<file path="src/hw/rtl/aqils_pkg.sv">
package aqils_pkg;

	// Field and register widths.
	localparam int INDEX_WIDTH    = 10;
	localparam int GAIN_FRAC_BITS = 16;
	localparam int HUE_W          = 16;
	localparam int BYTE_W         = 8;
	localparam int GAIN_W         = 16;
	localparam int CFG_IDX_W      = 3;
	localparam int CFG_DATA_W     = 16;

	// Register indexes on the configuration port.
	localparam logic [CFG_IDX_W-1:0] CFG_CLEAN_HUE  = 3'd0;
	localparam logic [CFG_IDX_W-1:0] CFG_FOUL_HUE   = 3'd1;
	localparam logic [CFG_IDX_W-1:0] CFG_DAY_VALUE  = 3'd2;
	localparam logic [CFG_IDX_W-1:0] CFG_NIGHT_VAL  = 3'd3;
	localparam logic [CFG_IDX_W-1:0] CFG_SAT_TARGET = 3'd4;
	localparam logic [CFG_IDX_W-1:0] CFG_GAIN       = 3'd5;

	// Register reset values.
	localparam logic [HUE_W-1:0]  RST_CLEAN_HUE  = 16'd21500;
	localparam logic [HUE_W-1:0]  RST_FOUL_HUE   = 16'd60000;
	localparam logic [BYTE_W-1:0] RST_DAY_VALUE  = 8'd50;
	localparam logic [BYTE_W-1:0] RST_NIGHT_VAL  = 8'd3;
	localparam logic [BYTE_W-1:0] RST_SAT_TARGET = 8'd255;
	localparam logic [GAIN_W-1:0] RST_GAIN       = 16'd1966;

	// Index clamp window.
	localparam int IDX_LO = 50;
	localparam int IDX_HI = 300;

	// Shared multiplier.
	localparam int MUL_W  = 24;
	localparam int PROD_W = 2 * MUL_W;

	// x = (d << 16) / 250 = (d << 15) / 125, done as a multiply by
	// ceil(2^30 / 125) and a shift by 30. Exact for every d in 0..250.
	localparam int                RECIP_SHIFT = 30;
	localparam logic [MUL_W-1:0]  RECIP_M     = 24'd8589935;

	// Square root: 34-bit radicand, 17-bit root, one root bit per step.
	localparam int RAD_W   = 34;
	localparam int ROOT_W  = 17;
	localparam int REM_W   = 19;
	localparam int SQ_CNT_W = 5;
	localparam logic [SQ_CNT_W-1:0] SQ_LAST = 5'(ROOT_W - 1);

	// Multiplier operand selection codes.
	localparam logic [2:0] MUL_NONE  = 3'd0;
	localparam logic [2:0] MUL_RECIP = 3'd1;
	localparam logic [2:0] MUL_SQR   = 3'd2;
	localparam logic [2:0] MUL_DROP  = 3'd3;
	localparam logic [2:0] MUL_HUE   = 3'd4;
	localparam logic [2:0] MUL_SAT   = 3'd5;
	localparam logic [2:0] MUL_VAL   = 3'd6;

	typedef struct packed {
		logic [HUE_W-1:0]  clean_hue;
		logic [HUE_W-1:0]  foul_hue;
		logic [BYTE_W-1:0] day_value;
		logic [BYTE_W-1:0] night_value;
		logic [BYTE_W-1:0] sat_target;
		logic [GAIN_W-1:0] gain;
	} cfg_t;

	typedef struct packed {
		logic [2:0] mul_sel;
		logic       ld_in;
		logic       sqrt_ld;
		logic       sqrt_step;
		logic       upd_hue;
		logic       upd_sat;
		logic       upd_val;
		logic       out_ld;
	} cmd_t;

	typedef struct packed {
		logic in_valid;
		logic out_ready;
	} stat_t;

endpackage

</file>
<file path="src/hw/rtl/aqils_in_if.sv">
interface aqils_in_if;
	logic                             valid;
	logic                             ready;
	logic [aqils_pkg::INDEX_WIDTH-1:0] air_index;
	logic                             night;

	modport source (output valid, output air_index, output night, input ready);
	modport sink   (input valid, input air_index, input night, output ready);
endinterface

</file>
<file path="src/hw/rtl/aqils_out_if.sv">
interface aqils_out_if;
	logic                         valid;
	logic                         ready;
	logic [aqils_pkg::HUE_W-1:0]  hue_out;
	logic [aqils_pkg::BYTE_W-1:0] sat_out;
	logic [aqils_pkg::BYTE_W-1:0] val_out;

	modport source (output valid, output hue_out, output sat_out, output val_out,
		input ready);
	modport sink   (input valid, input hue_out, input sat_out, input val_out,
		output ready);
endinterface

</file>
<file path="src/hw/rtl/aqils_ctrl.sv">
module aqils_ctrl (
	input  logic             clk,
	input  logic             arst_n,
	input  aqils_pkg::stat_t stat,
	output aqils_pkg::cmd_t  cmd,
	output logic             in_ready,
	output logic             out_valid
);
	import aqils_pkg::*;

	localparam logic [3:0] ST_IDLE  = 4'd0;
	localparam logic [3:0] ST_RECIP = 4'd1;
	localparam logic [3:0] ST_SQR   = 4'd2;
	localparam logic [3:0] ST_SQLD  = 4'd3;
	localparam logic [3:0] ST_SQRT  = 4'd4;
	localparam logic [3:0] ST_DROP  = 4'd5;
	localparam logic [3:0] ST_HUE   = 4'd6;
	localparam logic [3:0] ST_SAT   = 4'd7;
	localparam logic [3:0] ST_VAL   = 4'd8;
	localparam logic [3:0] ST_FIN   = 4'd9;
	localparam logic [3:0] ST_OUT   = 4'd10;

	logic [3:0]          state_q, state_d;
	logic [SQ_CNT_W-1:0] cnt_q;
	logic                out_valid_q;
	logic                out_free;

	// The output register can take a new word when empty or being drained.
	assign out_free  = !out_valid_q || stat.out_ready;
	assign in_ready  = (state_q == ST_IDLE);
	assign out_valid = out_valid_q;

	always_comb begin
		cmd     = '0;
		state_d = state_q;
		case (state_q)
			ST_IDLE: begin
				if (stat.in_valid) begin
					cmd.ld_in = 1'b1;
					state_d   = ST_RECIP;
				end
			end
			ST_RECIP: begin
				cmd.mul_sel = MUL_RECIP;
				state_d     = ST_SQR;
			end
			ST_SQR: begin
				cmd.mul_sel = MUL_SQR;
				state_d     = ST_SQLD;
			end
			ST_SQLD: begin
				cmd.sqrt_ld = 1'b1;
				state_d     = ST_SQRT;
			end
			ST_SQRT: begin
				cmd.sqrt_step = 1'b1;
				if (cnt_q == SQ_LAST) begin
					state_d = ST_DROP;
				end
			end
			ST_DROP: begin
				cmd.mul_sel = MUL_DROP;
				state_d     = ST_HUE;
			end
			ST_HUE: begin
				cmd.mul_sel = MUL_HUE;
				state_d     = ST_SAT;
			end
			ST_SAT: begin
				cmd.upd_hue = 1'b1;
				cmd.mul_sel = MUL_SAT;
				state_d     = ST_VAL;
			end
			ST_VAL: begin
				cmd.upd_sat = 1'b1;
				cmd.mul_sel = MUL_VAL;
				state_d     = ST_FIN;
			end
			ST_FIN: begin
				cmd.upd_val = 1'b1;
				state_d     = ST_OUT;
			end
			ST_OUT: begin
				if (out_free) begin
					cmd.out_ld = 1'b1;
					state_d    = ST_IDLE;
				end
			end
			default: begin
				state_d = ST_IDLE;
			end
		endcase
	end

	always_ff @(posedge clk or negedge arst_n) begin
		if (!arst_n) begin
			state_q     <= ST_IDLE;
			cnt_q       <= '0;
			out_valid_q <= 1'b0;
		end else begin
			state_q <= state_d;
			if (cmd.sqrt_ld) begin
				cnt_q <= '0;
			end else if (cmd.sqrt_step) begin
				cnt_q <= cnt_q + 1'b1;
			end
			if (cmd.out_ld) begin
				out_valid_q <= 1'b1;
			end else if (stat.out_ready) begin
				out_valid_q <= 1'b0;
			end
		end
	end

endmodule

</file>
<file path="src/hw/rtl/aqils_dp.sv">
module aqils_dp (
	input  logic                                clk,
	input  logic                                arst_n,
	input  aqils_pkg::cmd_t                     cmd,
	input  aqils_pkg::cfg_t                     cfg,
	input  logic [aqils_pkg::INDEX_WIDTH-1:0]   air_index,
	input  logic                                night,
	output logic [aqils_pkg::HUE_W-1:0]         hue_out,
	output logic [aqils_pkg::BYTE_W-1:0]        sat_out,
	output logic [aqils_pkg::BYTE_W-1:0]        val_out
);
	import aqils_pkg::*;

	logic [BYTE_W-1:0] d_q;
	logic              night_q;
	logic [PROD_W-1:0] p_q;
	logic [MUL_W-1:0]  op_a, op_b;
	logic              sign_q;
	logic [RAD_W-1:0]  rad_q;
	logic [ROOT_W-1:0] root_q;
	logic [REM_W-1:0]  rem_q;
	logic [HUE_W-1:0]  hue_now_q, sat_now_q, val_now_q;
	logic [HUE_W-1:0]  hue_q;
	logic [BYTE_W-1:0] sat_q, val_q;

	logic [INDEX_WIDTH-1:0] idx_c;
	logic [ROOT_W-1:0]      x;
	logic [HUE_W-1:0]       hue_range, drop, hue_set, stp;
	logic [HUE_W:0]         dif;
	logic [HUE_W-1:0]       mag;
	logic [BYTE_W-1:0]      val_tgt;
	logic [REM_W+1:0]       rem_sh, trial;

	// Clamp the index to the working window.
	always_comb begin
		idx_c = air_index;
		if (air_index < INDEX_WIDTH'(IDX_LO)) begin
			idx_c = INDEX_WIDTH'(IDX_LO);
		end else if (air_index > INDEX_WIDTH'(IDX_HI)) begin
			idx_c = INDEX_WIDTH'(IDX_HI);
		end
	end

	assign x         = p_q[RECIP_SHIFT +: ROOT_W];
	assign hue_range = cfg.clean_hue - cfg.foul_hue;
	assign drop      = p_q[HUE_W +: HUE_W];
	assign hue_set   = cfg.clean_hue - drop;
	assign stp       = p_q[GAIN_FRAC_BITS +: HUE_W];
	assign val_tgt   = night_q ? cfg.night_value : cfg.day_value;

	// Signed distance to the target of whichever channel is being stepped.
	always_comb begin
		case (cmd.mul_sel)
			MUL_HUE: dif = {1'b0, hue_set - cfg.foul_hue}
				- {1'b0, hue_now_q - cfg.foul_hue};
			MUL_SAT: dif = {1'b0, cfg.sat_target, 8'd0} - {1'b0, sat_now_q};
			MUL_VAL: dif = {1'b0, val_tgt, 8'd0} - {1'b0, val_now_q};
			default: dif = '0;
		endcase
		mag = dif[HUE_W] ? HUE_W'(-dif) : dif[HUE_W-1:0];
	end

	always_comb begin
		case (cmd.mul_sel)
			MUL_RECIP: begin
				op_a = MUL_W'({d_q, 15'd0});
				op_b = RECIP_M;
			end
			MUL_SQR: begin
				op_a = MUL_W'(x);
				op_b = MUL_W'(18'h20000 - {1'b0, x});
			end
			MUL_DROP: begin
				op_a = MUL_W'(hue_range);
				op_b = MUL_W'(root_q);
			end
			MUL_HUE, MUL_SAT, MUL_VAL: begin
				op_a = MUL_W'(mag);
				op_b = MUL_W'(cfg.gain);
			end
			default: begin
				op_a = '0;
				op_b = '0;
			end
		endcase
	end

	// One root bit per step of the digit-by-digit square root.
	assign rem_sh = {rem_q, rad_q[RAD_W-1 -: 2]};
	assign trial  = (REM_W+2)'({root_q, 2'b01});

	always_ff @(posedge clk) begin
		p_q <= op_a * op_b;
		if (cmd.ld_in) begin
			d_q     <= BYTE_W'(idx_c - INDEX_WIDTH'(IDX_LO));
			night_q <= night;
		end
		if (cmd.mul_sel == MUL_HUE || cmd.mul_sel == MUL_SAT || cmd.mul_sel == MUL_VAL) begin
			sign_q <= dif[HUE_W];
		end
		if (cmd.sqrt_ld) begin
			rad_q  <= {1'b0, p_q[RAD_W-2:0]};
			root_q <= '0;
			rem_q  <= '0;
		end else if (cmd.sqrt_step) begin
			rad_q <= {rad_q[RAD_W-3:0], 2'b00};
			if (rem_sh >= trial) begin
				rem_q  <= REM_W'(rem_sh - trial);
				root_q <= {root_q[ROOT_W-2:0], 1'b1};
			end else begin
				rem_q  <= rem_sh[REM_W-1:0];
				root_q <= {root_q[ROOT_W-2:0], 1'b0};
			end
		end
		if (cmd.out_ld) begin
			hue_q <= hue_now_q;
			sat_q <= sat_now_q[HUE_W-1 -: BYTE_W];
			val_q <= val_now_q[HUE_W-1 -: BYTE_W];
		end
	end

	// The smoothed state; a step never exceeds the distance, so no overshoot.
	always_ff @(posedge clk or negedge arst_n) begin
		if (!arst_n) begin
			hue_now_q <= '0;
			sat_now_q <= '0;
			val_now_q <= '0;
		end else begin
			if (cmd.upd_hue) begin
				hue_now_q <= sign_q ? hue_now_q - stp : hue_now_q + stp;
			end
			if (cmd.upd_sat) begin
				sat_now_q <= sign_q ? sat_now_q - stp : sat_now_q + stp;
			end
			if (cmd.upd_val) begin
				val_now_q <= sign_q ? val_now_q - stp : val_now_q + stp;
			end
		end
	end

	assign hue_out = hue_q;
	assign sat_out = sat_q;
	assign val_out = val_q;

endmodule

</file>
<file path="src/hw/rtl/aqi_led_color_smoother.sv">
// Air-quality status LED color smoother.
// The in_ch channel carries one word per tick: the air quality index and a
// night flag. For each accepted word the block returns exactly one word on
// out_ch with the smoothed hue, saturation and brightness of the LED.
// The index is clamped to 50..300 and bent by an easing curve into a hue
// target between the clean-air hue and the foul-air hue; all three channels
// then move a fraction smoothing_gain / 65536 of their remaining distance.
// From input acceptance to the valid result, each word goes through the
// bit-serial square root, six passes through the single shared multiplier,
// and the steps that load the root, finish the value update and load the
// output register. One word is worked on at a time, so a new input word is
// taken only after the previous one is loaded into the output register.
// The result sits in an output register; the next input word is accepted
// while it waits. If the receiver stalls for longer, the finished word of
// the following tick is held inside until the output register drains.
// Reset loads the register defaults and clears hue, saturation and value
// to zero. Configuration writes are meant for idle periods only.
module aqi_led_color_smoother (
	input  logic                                clk,
	input  logic                                arst_n,
	input  logic                                cfg_we,
	input  logic [aqils_pkg::CFG_IDX_W-1:0]     cfg_index,
	input  logic [aqils_pkg::CFG_DATA_W-1:0]    cfg_wdata,
	aqils_in_if.sink                            in_ch,
	aqils_out_if.source                         out_ch
);
	import aqils_pkg::*;

	cfg_t  cfg_q;
	cmd_t  cmd;
	stat_t stat;

	// Configuration registers. Writes to unknown indexes are dropped.
	always_ff @(posedge clk or negedge arst_n) begin
		if (!arst_n) begin
			cfg_q.clean_hue   <= RST_CLEAN_HUE;
			cfg_q.foul_hue    <= RST_FOUL_HUE;
			cfg_q.day_value   <= RST_DAY_VALUE;
			cfg_q.night_value <= RST_NIGHT_VAL;
			cfg_q.sat_target  <= RST_SAT_TARGET;
			cfg_q.gain        <= RST_GAIN;
		end else if (cfg_we) begin
			case (cfg_index)
				CFG_CLEAN_HUE:  cfg_q.clean_hue   <= cfg_wdata;
				CFG_FOUL_HUE:   cfg_q.foul_hue    <= cfg_wdata;
				CFG_DAY_VALUE:  cfg_q.day_value   <= cfg_wdata[BYTE_W-1:0];
				CFG_NIGHT_VAL:  cfg_q.night_value <= cfg_wdata[BYTE_W-1:0];
				CFG_SAT_TARGET: cfg_q.sat_target  <= cfg_wdata[BYTE_W-1:0];
				CFG_GAIN:       cfg_q.gain        <= cfg_wdata;
				default: begin
				end
			endcase
		end
	end

	assign stat.in_valid  = in_ch.valid;
	assign stat.out_ready = out_ch.ready;

	// The controller sequences the multiplier passes and the root steps.
	aqils_ctrl u_ctrl (
		.clk       (clk),
		.arst_n    (arst_n),
		.stat      (stat),
		.cmd       (cmd),
		.in_ready  (in_ch.ready),
		.out_valid (out_ch.valid)
	);

	// The datapath holds the smoothed state, the multiplier and the root unit.
	aqils_dp u_dp (
		.clk       (clk),
		.arst_n    (arst_n),
		.cmd       (cmd),
		.cfg       (cfg_q),
		.air_index (in_ch.air_index),
		.night     (in_ch.night),
		.hue_out   (out_ch.hue_out),
		.sat_out   (out_ch.sat_out),
		.val_out   (out_ch.val_out)
	);

endmodule
</file>
<file path="src/flat_wrapper.sv">
// flat-port wrapper written by rule: the top's interface ports become plain ports
module aqi_led_color_smoother_flat import aqils_pkg::*;
  (clk, arst_n, cfg_we, cfg_index, cfg_wdata, in_ch_valid, in_ch_air_index, in_ch_night, in_ch_ready, out_ch_valid, out_ch_hue_out, out_ch_sat_out, out_ch_val_out, out_ch_ready);
  aqils_in_if in_ch_i ();
  aqils_out_if out_ch_i ();
  input  logic clk;
  input  logic arst_n;
  input  logic cfg_we;
  input  logic [aqils_pkg::CFG_IDX_W-1:0] cfg_index;
  input  logic [aqils_pkg::CFG_DATA_W-1:0] cfg_wdata;
  input wire logic [$bits(in_ch_i.valid)-1:0] in_ch_valid;
  input wire logic [$bits(in_ch_i.air_index)-1:0] in_ch_air_index;
  input wire logic [$bits(in_ch_i.night)-1:0] in_ch_night;
  output wire logic [$bits(in_ch_i.ready)-1:0] in_ch_ready;
  output wire logic [$bits(out_ch_i.valid)-1:0] out_ch_valid;
  output wire logic [$bits(out_ch_i.hue_out)-1:0] out_ch_hue_out;
  output wire logic [$bits(out_ch_i.sat_out)-1:0] out_ch_sat_out;
  output wire logic [$bits(out_ch_i.val_out)-1:0] out_ch_val_out;
  input wire logic [$bits(out_ch_i.ready)-1:0] out_ch_ready;
  assign in_ch_i.valid = in_ch_valid;
  assign in_ch_i.air_index = in_ch_air_index;
  assign in_ch_i.night = in_ch_night;
  assign in_ch_ready = in_ch_i.ready;
  assign out_ch_valid = out_ch_i.valid;
  assign out_ch_hue_out = out_ch_i.hue_out;
  assign out_ch_sat_out = out_ch_i.sat_out;
  assign out_ch_val_out = out_ch_i.val_out;
  assign out_ch_i.ready = out_ch_ready;
  aqi_led_color_smoother u_core (.clk(clk), .arst_n(arst_n), .cfg_we(cfg_we), .cfg_index(cfg_index), .cfg_wdata(cfg_wdata), .in_ch(in_ch_i), .out_ch(out_ch_i));
endmodule
</file>
<file path="config.mk">
export PLATFORM = sky130hd
export DESIGN_NAME = aqi_led_color_smoother_flat
export DESIGN_NICKNAME = d
export VERILOG_FILES = /design/src/hw/rtl/aqils_pkg.sv /design/src/hw/rtl/aqils_in_if.sv /design/src/hw/rtl/aqils_out_if.sv /design/src/hw/rtl/aqils_ctrl.sv /design/src/hw/rtl/aqils_dp.sv /design/src/hw/rtl/aqi_led_color_smoother.sv /design/src/flat_wrapper.sv
export SDC_FILE = /design/constraint.sdc
export NUM_CORES = 2
export LEC_CHECK = 0
export ABC_AREA = 1
export BUFFER_PORTS_ARGS = -buffer_cell sky130_fd_sc_hd__buf_4
export CORE_MARGIN = 3
export CORE_UTILIZATION = 41
export CTS_CLUSTER_SIZE = 24
export DETAILED_ROUTE_END_ITERATION = 12
export HOLD_SLACK_MARGIN = 0.05
export MAX_ROUTING_LAYER = met4
export SLEW_MARGIN = 20
export SYNTH_ARGS = -nofsm -noshare
export SYNTH_HDL_FRONTEND = slang
export SYNTH_SLANG_ARGS = --single-unit
</file>
<file path="constraint.sdc">
create_clock -name clk -period 28.6 [get_ports clk]
set_input_delay 4.29 -clock clk [delete_from_list [all_inputs] [get_ports clk]]
set_output_delay 4.29 -clock clk [all_outputs]
set_load 0.005 [all_outputs]
</file>
# After elaboration in Yosys (flattened, before gate mapping)
# Index checks and enable logic that the tools add are counted.
[totals]
ff_bits = 289
romBits = 0
latch_bits = 0
memories = 0
output_inout_bits = 34
ramBits = 0
[op_classes]
n_mul = 1
bitwise_logic = 0
reduce_logical = 16
order_cmp = 3
addsub = 18
n_div = 0
n_eq_ne = 25
shifts = 0
n_mux = 32
[op_table]
columns = ["operator", "count"]
rows = [
  ["16-bit subtractor", 7],
  ["24-bit case mux with 4 select lines", 1],
  ["23-bit case mux with 4 select lines", 1],
  ["33-bit two-way mux", 2],
  ["16-bit two-way mux", 4],
  ["17-bit case mux with 3 select lines", 1],
  ["16-bit by 16-bit subtractor with 17-bit output", 3],
  ["16-bit adder", 3],
  ["23-bit by 24-bit multiplier with 47-bit output", 1],
  ["4-bit case mux with 11 select lines", 1],
  ["8-bit two-way mux", 3],
  ["21-bit by 19-bit greater-or-equal comparator with 1-bit output", 1],
  ["19-bit two-way mux", 1],
  ["18-bit by 17-bit subtractor with 19-bit output, first input constant", 1],
  ["19-bit subtractor", 1],
  ["3-bit case mux with 6 select lines", 1],
  ["4-bit by 3-bit == test with 1-bit output, second input constant", 4],
  ["16-bit negation", 1],
  ["3-bit == test, second input constant", 5],
  ["3-bit by 2-bit == test with 1-bit output, second input constant", 4],
  ["4-bit == test, second input constant", 3],
  ["1-bit two-way mux", 12],
  ["4-bit two-way mux", 3],
  ["2-bit AND reduction", 6],
  ["other kinds (17)", 25],
]

# Longest topological paths before layout
[depth]
word_depth = 8
depth_mapped = 57
ltp_nobuf = 57

# Hierarchy
# Synthesis repeated with hierarchy kept, for this count alone.
[hier_totals]
cells_unflattened = 4513
area_unflattened_um2 = 35097.4
[by_module_without_submodules]
columns = ["mod", "seq_area_each_um2", "area_per_inst_um2", "cells_per_inst", "instances"]
rows = [
  ["aqils_dp", 5134.9, 31536.5, 4104, 1],
  ["aqi_led_color_smoother", 1849.3, 2935.3, 321, 1],
  ["aqils_ctrl", 250.2, 625.6, 88, 1],
]

# Worst setup path after synthesis
# No wires, ideal clock.
[synth_path]
kind = "register to register"
startpoint = "register u_core.cfg_q[59] (netlist name)"
endpoint = "register u_core.u_dp.p_q[33]"
path_slack_ns = 18.913
setup_ns = 0.072
n_path_buf = 2
arrival_time_ns = 9.615
stages_incl_launch_ff = 52
cell_sequence = "dfstp_2 -> fa_1 -> ha_1 -> a21oi_1 -> o21ai_0 -> a21boi_0 -> nor2_1 -> a21boi_0 -> o21ai_0 -> a21oi_1 -> nor2_1 -> nor2_1 -> xor2_1 -> ha_1 -> nand2_1 -> inv_1 -> nand2_1 -> nand2_1 -> (+16 left out) -> fa_1 -> inv_1 -> fa_1 -> fa_1 -> inv_1 -> fa_1 -> inv_1 -> ha_1 -> nand2_1 -> nor2_1 -> inv_1 -> nor2_1 -> inv_1 -> nor3_1 -> a21oi_1 -> o21a_1 -> o21ai_0 -> xor2_1"
[synth_between]
elab_chain_cells = 8
[synth_lines]
columns = ["item", "line_no", "rtl"]
rows = [
  ["start: declaration", "aqi_led_color_smoother.sv:29", "cfg_t cfg_q;"],
  ["16-bit subtractor", "aqils_dp.sv:47", "assign hue_set = cfg.clean_hue - drop;"],
  ["16-bit subtractor", "aqils_dp.sv:54", "MUL_HUE: dif = {1'b0, hue_set - cfg.foul_hue}"],
  ["16-bit by 16-bit subtractor with 17-bit output", "aqils_dp.sv:55", "- {1'b0, hue_now_q - cfg.foul_hue};"],
  ["17-bit case mux with 3 select lines", "aqils_dp.sv:53", "case (cmd.mul_sel)"],
  ["16-bit negation", "aqils_dp.sv:60", "mag = dif[HUE_W] ? HUE_W'(-dif) : dif[HUE_W-1:0];"],
  ["16-bit two-way mux", "aqils_dp.sv:60", ""],
  ["23-bit case mux with 4 select lines (*)", "aqils_dp.sv:64", "case (cmd.mul_sel)"],
  ["23-bit by 24-bit multiplier with 47-bit output (*)", "aqils_dp.sv:93", "p_q <= op_a * op_b;"],
  ["end signal: assignment", "aqils_dp.sv:93", ""],
  ["end: declaration", "aqils_dp.sv:16", "logic [PROD_W-1:0] p_q;"],
]
# Every way passes the cells marked *; elsewhere a longest branch is shown, timed or not.
# A chain may end at the register's enable or synchronous reset.

# Final worst setup path
[layout_path]
startpoint = "register u_core.u_dp.p_q[16]"
endpoint = "register u_core.u_dp.p_q[33]"
[layout_between]
elab_chain_cells = 8
[layout_lines]
columns = ["item", "line_no"]
rows = [
  ["16-bit subtractor (*)", "aqils_dp.sv:47"],
  ["16-bit subtractor (*)", "aqils_dp.sv:54"],
  ["16-bit by 16-bit subtractor with 17-bit output (*)", "aqils_dp.sv:55"],
  ["17-bit case mux with 3 select lines (*)", "aqils_dp.sv:53"],
  ["16-bit negation", "aqils_dp.sv:60"],
  ["16-bit two-way mux (*)", "aqils_dp.sv:60"],
  ["23-bit case mux with 4 select lines (*)", "aqils_dp.sv:64"],
  ["23-bit by 24-bit multiplier with 47-bit output (*)", "aqils_dp.sv:93"],
]
# Marks and branches as above.

==> results.py <==
metrics = {
    "status": {
        "status": "complete, no violations",
    },
    "sta": {
        "setup_violations": 0,
        "relSlewSlack": 0.259,
        "setup_tns_ns": 0,
        "fin_worst_skew_ns": 0.0342,
        "min_period_ns": 12.18,
        "tightest_slew_ns": 1.11,
        "rsz0062_at_grt": "no",
        "drv_slew": 0,
        "hold_viol": 0,
        "final.period_utilization": 0.426,
        "fmax_mhz": 82.1,
    },
    "die": {
        "die_h_um": 297,
        "dieArea_um2": 87900,
        "die_w_um": 297,
        "io_pins": 69,
        "start_util": 0.417,
        "rows": 105,
        "core-area_um2": 82900,
    },
    "critical_path": {
        "worstSetupPathType": "reg -> reg",
        "critPathMostFrequentCell": "inv_1",
        "cp.arrival_ns": 12.66,
        "cp-start-kind": "flop",
        "cp_max_fo": 21,
        "critPathRequiredTime_ns": 29.08,
        "critPathSlowestCell": "o21ai_2",
        "path_buf_inv": 10,
        "critPathTopFamily": "adder cells",
        "crit_path_end_kind": "flop",
        "critPathMaxStageDelay_ns": 0.86,
    },
    "global_routing": {
        "grt_max_degree": 68,
        "grt_first_pass_wirelength_mm": 164,
        "first_global_vias": 28700,
        "track_usage": 0.250,
        "grtUsageMet3": 0.0334,
        "antenna_found_initial": 1,
        "top_usage_layer": "met2",
        "overflow": 0,
        "met1_usage": 0.339,
        "grt_use_met2": 0.398,
    },
    "cts": {
        "cts_tree": "done",
        "root_buffer": "clkbuf_16",
        "htreeDepth": 2,
        "postCtsHoldBufs": 0,
        "cts_buffer_depth": 3,
        "clock-sinks": 289,
        "postCtsSetupRepairBufs": 0,
        "insertion_delay_ns": 0.56,
        "cts_resized": 0,
        "cts_buffers": 36,
        "clkTransAtPathRegs_ns": 0.06,
    },
    "place": {
        "hpwl_mm": 85.3,
        "gp_congestion": 0.978,
        "port_buffers": 68,
    },
    "final_layout": {
        "area_growth_pct": 8.74,
        "fin_nets": 5265,
        "drive_gt1_frac": 0.0681,
        "num-fill-cells": 8411,
    },
    "detailed_routing": {
        "route.detailed.drc": 0,
        "vias_per_cell": 5.10,
        "wl_mm": 105,
        "firstDrtPassIters": 6,
        "initialDrtViolationCount": 2088,
        "antenna_left": 0,
        "wl_per_cell_um": 18.5,
        "num_vias": 29000,
    },
    "flow_run": {
        "drv_cap": 0,
    },
    "min_path": {
        "hp-class": "reg -> reg",
    },
    "synthesis": {
        "yosysSeqAreaShare": 0.209,
        "synth_compound_area_frac": 0.111,
        "yosysWarnings": 0,
        "synthXorXnorAreaFrac": 0.0344,
        "synth_top_family_by_area": "adder cells",
        "synthFlopType": "dfrtp_1",
        "synthSimpleGateAreaFrac": 0.186,
        "ys_types": 73,
        "synth-seq-cells": 289,
        "synth_edf_count": 75,
        "syn_inst": 4417,
        "yosys.area_share.adder": 0.334,
        "avgSynthCellArea_um2": 7.84,
        "muxShareOfSynthArea": 0.00260,
        "synth_area_um2": 34600,
        "synthArstFlopShare": 0.450,
    },
}
-- area by class of cell --
class,count,area (um^2),share of cell area
diodes,1,2.50,0.0000665
clock buffers,49,1020,0.0272
clock inverters,17,118,0.00313
inverters,992,3720,0.0990
multi-input cells,3120,23500,0.623
flip-flops and latches,289,7230,0.192
well taps,1123,1410,0.0373
repair buffers,88,664,0.0177
-- cells in the final DEF (no fill, tap or decap), types with 8 or more instances in the layout --
cell type / Yosys / routed
nand3_1: 152 / 152
o21ai_0: 253 / 253
dfstp_2: 38 / 38
ha_1: 333 / 333
dfxtp_1: 84 / 84
conb_1: 2 / 78
nand3b_1: 13 / 13
nor2_1: 254 / 252
a31oi_1: 23 / 23
dfrtp_1: 92 / 92
a21boi_0: 13 / 13
a21oi_1: 244 / 244
nand2_1: 952 / 951
nor2_2: 12 / 13
edfxtp_1: 75 / 75
clkinv_1: 4 / 12
a21oi_2: 16 / 16
inv_1: 968 / 967
o31ai_1: 8 / 8
inv_2: 20 / 20
clkbuf_16: 0 / 38
o22ai_1: 29 / 29
nand2_2: 21 / 22
o211ai_1: 13 / 13
a21o_1: 16 / 16
mux2_2: 8 / 8
xor2_1: 83 / 83
buf_4: 6 / 87
fa_1: 370 / 370
nand4_1: 27 / 27
o21ai_1: 8 / 8
or2_2: 11 / 11
nor3_1: 39 / 38
clkbuf_1: 45 / 8
xnor2_1: 53 / 53
-- cell families (layout without fill, tap and decap cells) --
family | Yosys count | after routing
flops | 289 | 289
fa+ha+maj | 703 | 703
buf+inv | 1084 | 1146
xor+xnor | 136 | 136
other cells | 2 | 79
compound gates | 671 | 671
mux | 8 | 8
simple gates | 1524 | 1524
-- registers in the layout, summed over array words and instances, names as in the netlist --
register                 flops
u_core.u_dp.val_now_q       16
u_core.u_dp.d_q              8
u_core.u_dp.night_q          1
u_core.u_dp.hue_out         16
u_core.u_dp.rad_q           34
u_core.u_ctrl.out_valid      1
u_core.u_dp.sat_now_q       16
u_core.u_dp.root_q          17
u_core.u_ctrl.state_q        4
u_core.u_dp.sign_q           1
u_core.u_dp.rem_q           19
u_core.cfg_q                72
u_core.u_dp.sat_out          8
u_core.u_dp.hue_now_q       16
u_core.u_dp.p_q             47
u_core.u_dp.val_out          8
u_core.u_ctrl.cnt_q          5
-- cells in the mapped netlist (all sizes together), types with 2 or more instances --
cell type,n,area (um^2)
mux2,8,90.1
dfxtp,84,1680
a31oi,27,203
o221ai,2,17.5
nor3,43,241
o22ai,29,181
xor2,83,727
nand3,161,866
ha,333,4170
nand2,978,3760
and3,4,25.0
nand4,30,215
nor2,271,1080
or2,14,90.1
dfstp,38,998
buf,47,323
edfxtp,75,2250
o21a,4,30.0
a21oi,260,1360
a211oi,7,52.6
dfrtp,92,2300
a22oi,6,50.1
clkbuf,45,169
o21ai,263,1320
a21boi,13,97.6
conb,2,7.51
o211ai,14,110
nor4,6,37.5
clkinv,4,15.0
xnor2,53,464
nand3b,14,109
o2111ai,6,70.1
a221oi,3,43.8
inv,988,3710
a21o,16,120
fa,370,7410
o21bai,7,52.6
o31ai,10,93.8
-- layer usage --
| metal | share of wire | vias to the layer above |
|---|---|---|
| met5 | 0 | - |
| met4 | 0.025 | 0 |
| met3 | 0.057 | 141 |
| met2 | 0.46 | 775 |
| met1 | 0.46 | 14100 |
| li1 | - | 13900 |
-- worst reg2reg max path, delay by kind of cell (launching register included) --
kind	cells	cell delay, ns
buffers and inverters	10	1.13
DFF	1	0.55
adders and majority gates	11	5.00
xor gates and xnor gates	2	0.25
AOI/OAI and AO/OA	11	2.81
and+or+nand+nor	14	2.41
-- path summary, 6_finish.rpt --
kind,from,endpoint,slack (ns),cells past startpoint
worst min-delay path,u_core.u_dp.rad_q[31]$_DFFE_PP_,u_core.u_dp.rad_q[33]$_SDFFE_PP0P_,0.46,2
worst min register to register,u_core.u_dp.rad_q[31]$_DFFE_PP_,u_core.u_dp.rad_q[33]$_SDFFE_PP0P_,0.46,2
min in group asynchronous,arst_n,u_core.u_dp.sat_now_q[13]$_DFFE_PN0P_,3.74,1
worst max register to register,u_core.u_dp.p_q[16]$_DFF_P_,u_core.u_dp.p_q[33]$_DFF_P_,16.42,48
worst max-delay path,u_core.u_dp.p_q[16]$_DFF_P_,u_core.u_dp.p_q[33]$_DFF_P_,16.42,48
max in group asynchronous,arst_n,u_core.cfg_q[0]$_DFFE_PN0P_,23.45,2
-- stage by stage --
stage          hold WS [ns]  utilization  worst slack (ns)  instances  cell area [um^2]
6_report              0.457        0.454             16.42       5679             37600
5_1_grt               0.488        0.454             15.40       5679             37600
4_1_cts               0.460        0.454             16.51       5678             37600
3_5_place_dp          0.448        0.440             16.53       5612             36500
3_3_place_gp          0.438        0.440             16.81       5612             36500
2_1_floorplan         0.422            -             18.91       4493             34900
Power is not shown: default switching activity piles up to over one toggle a cycle in this logic, so the estimate is an artifact.
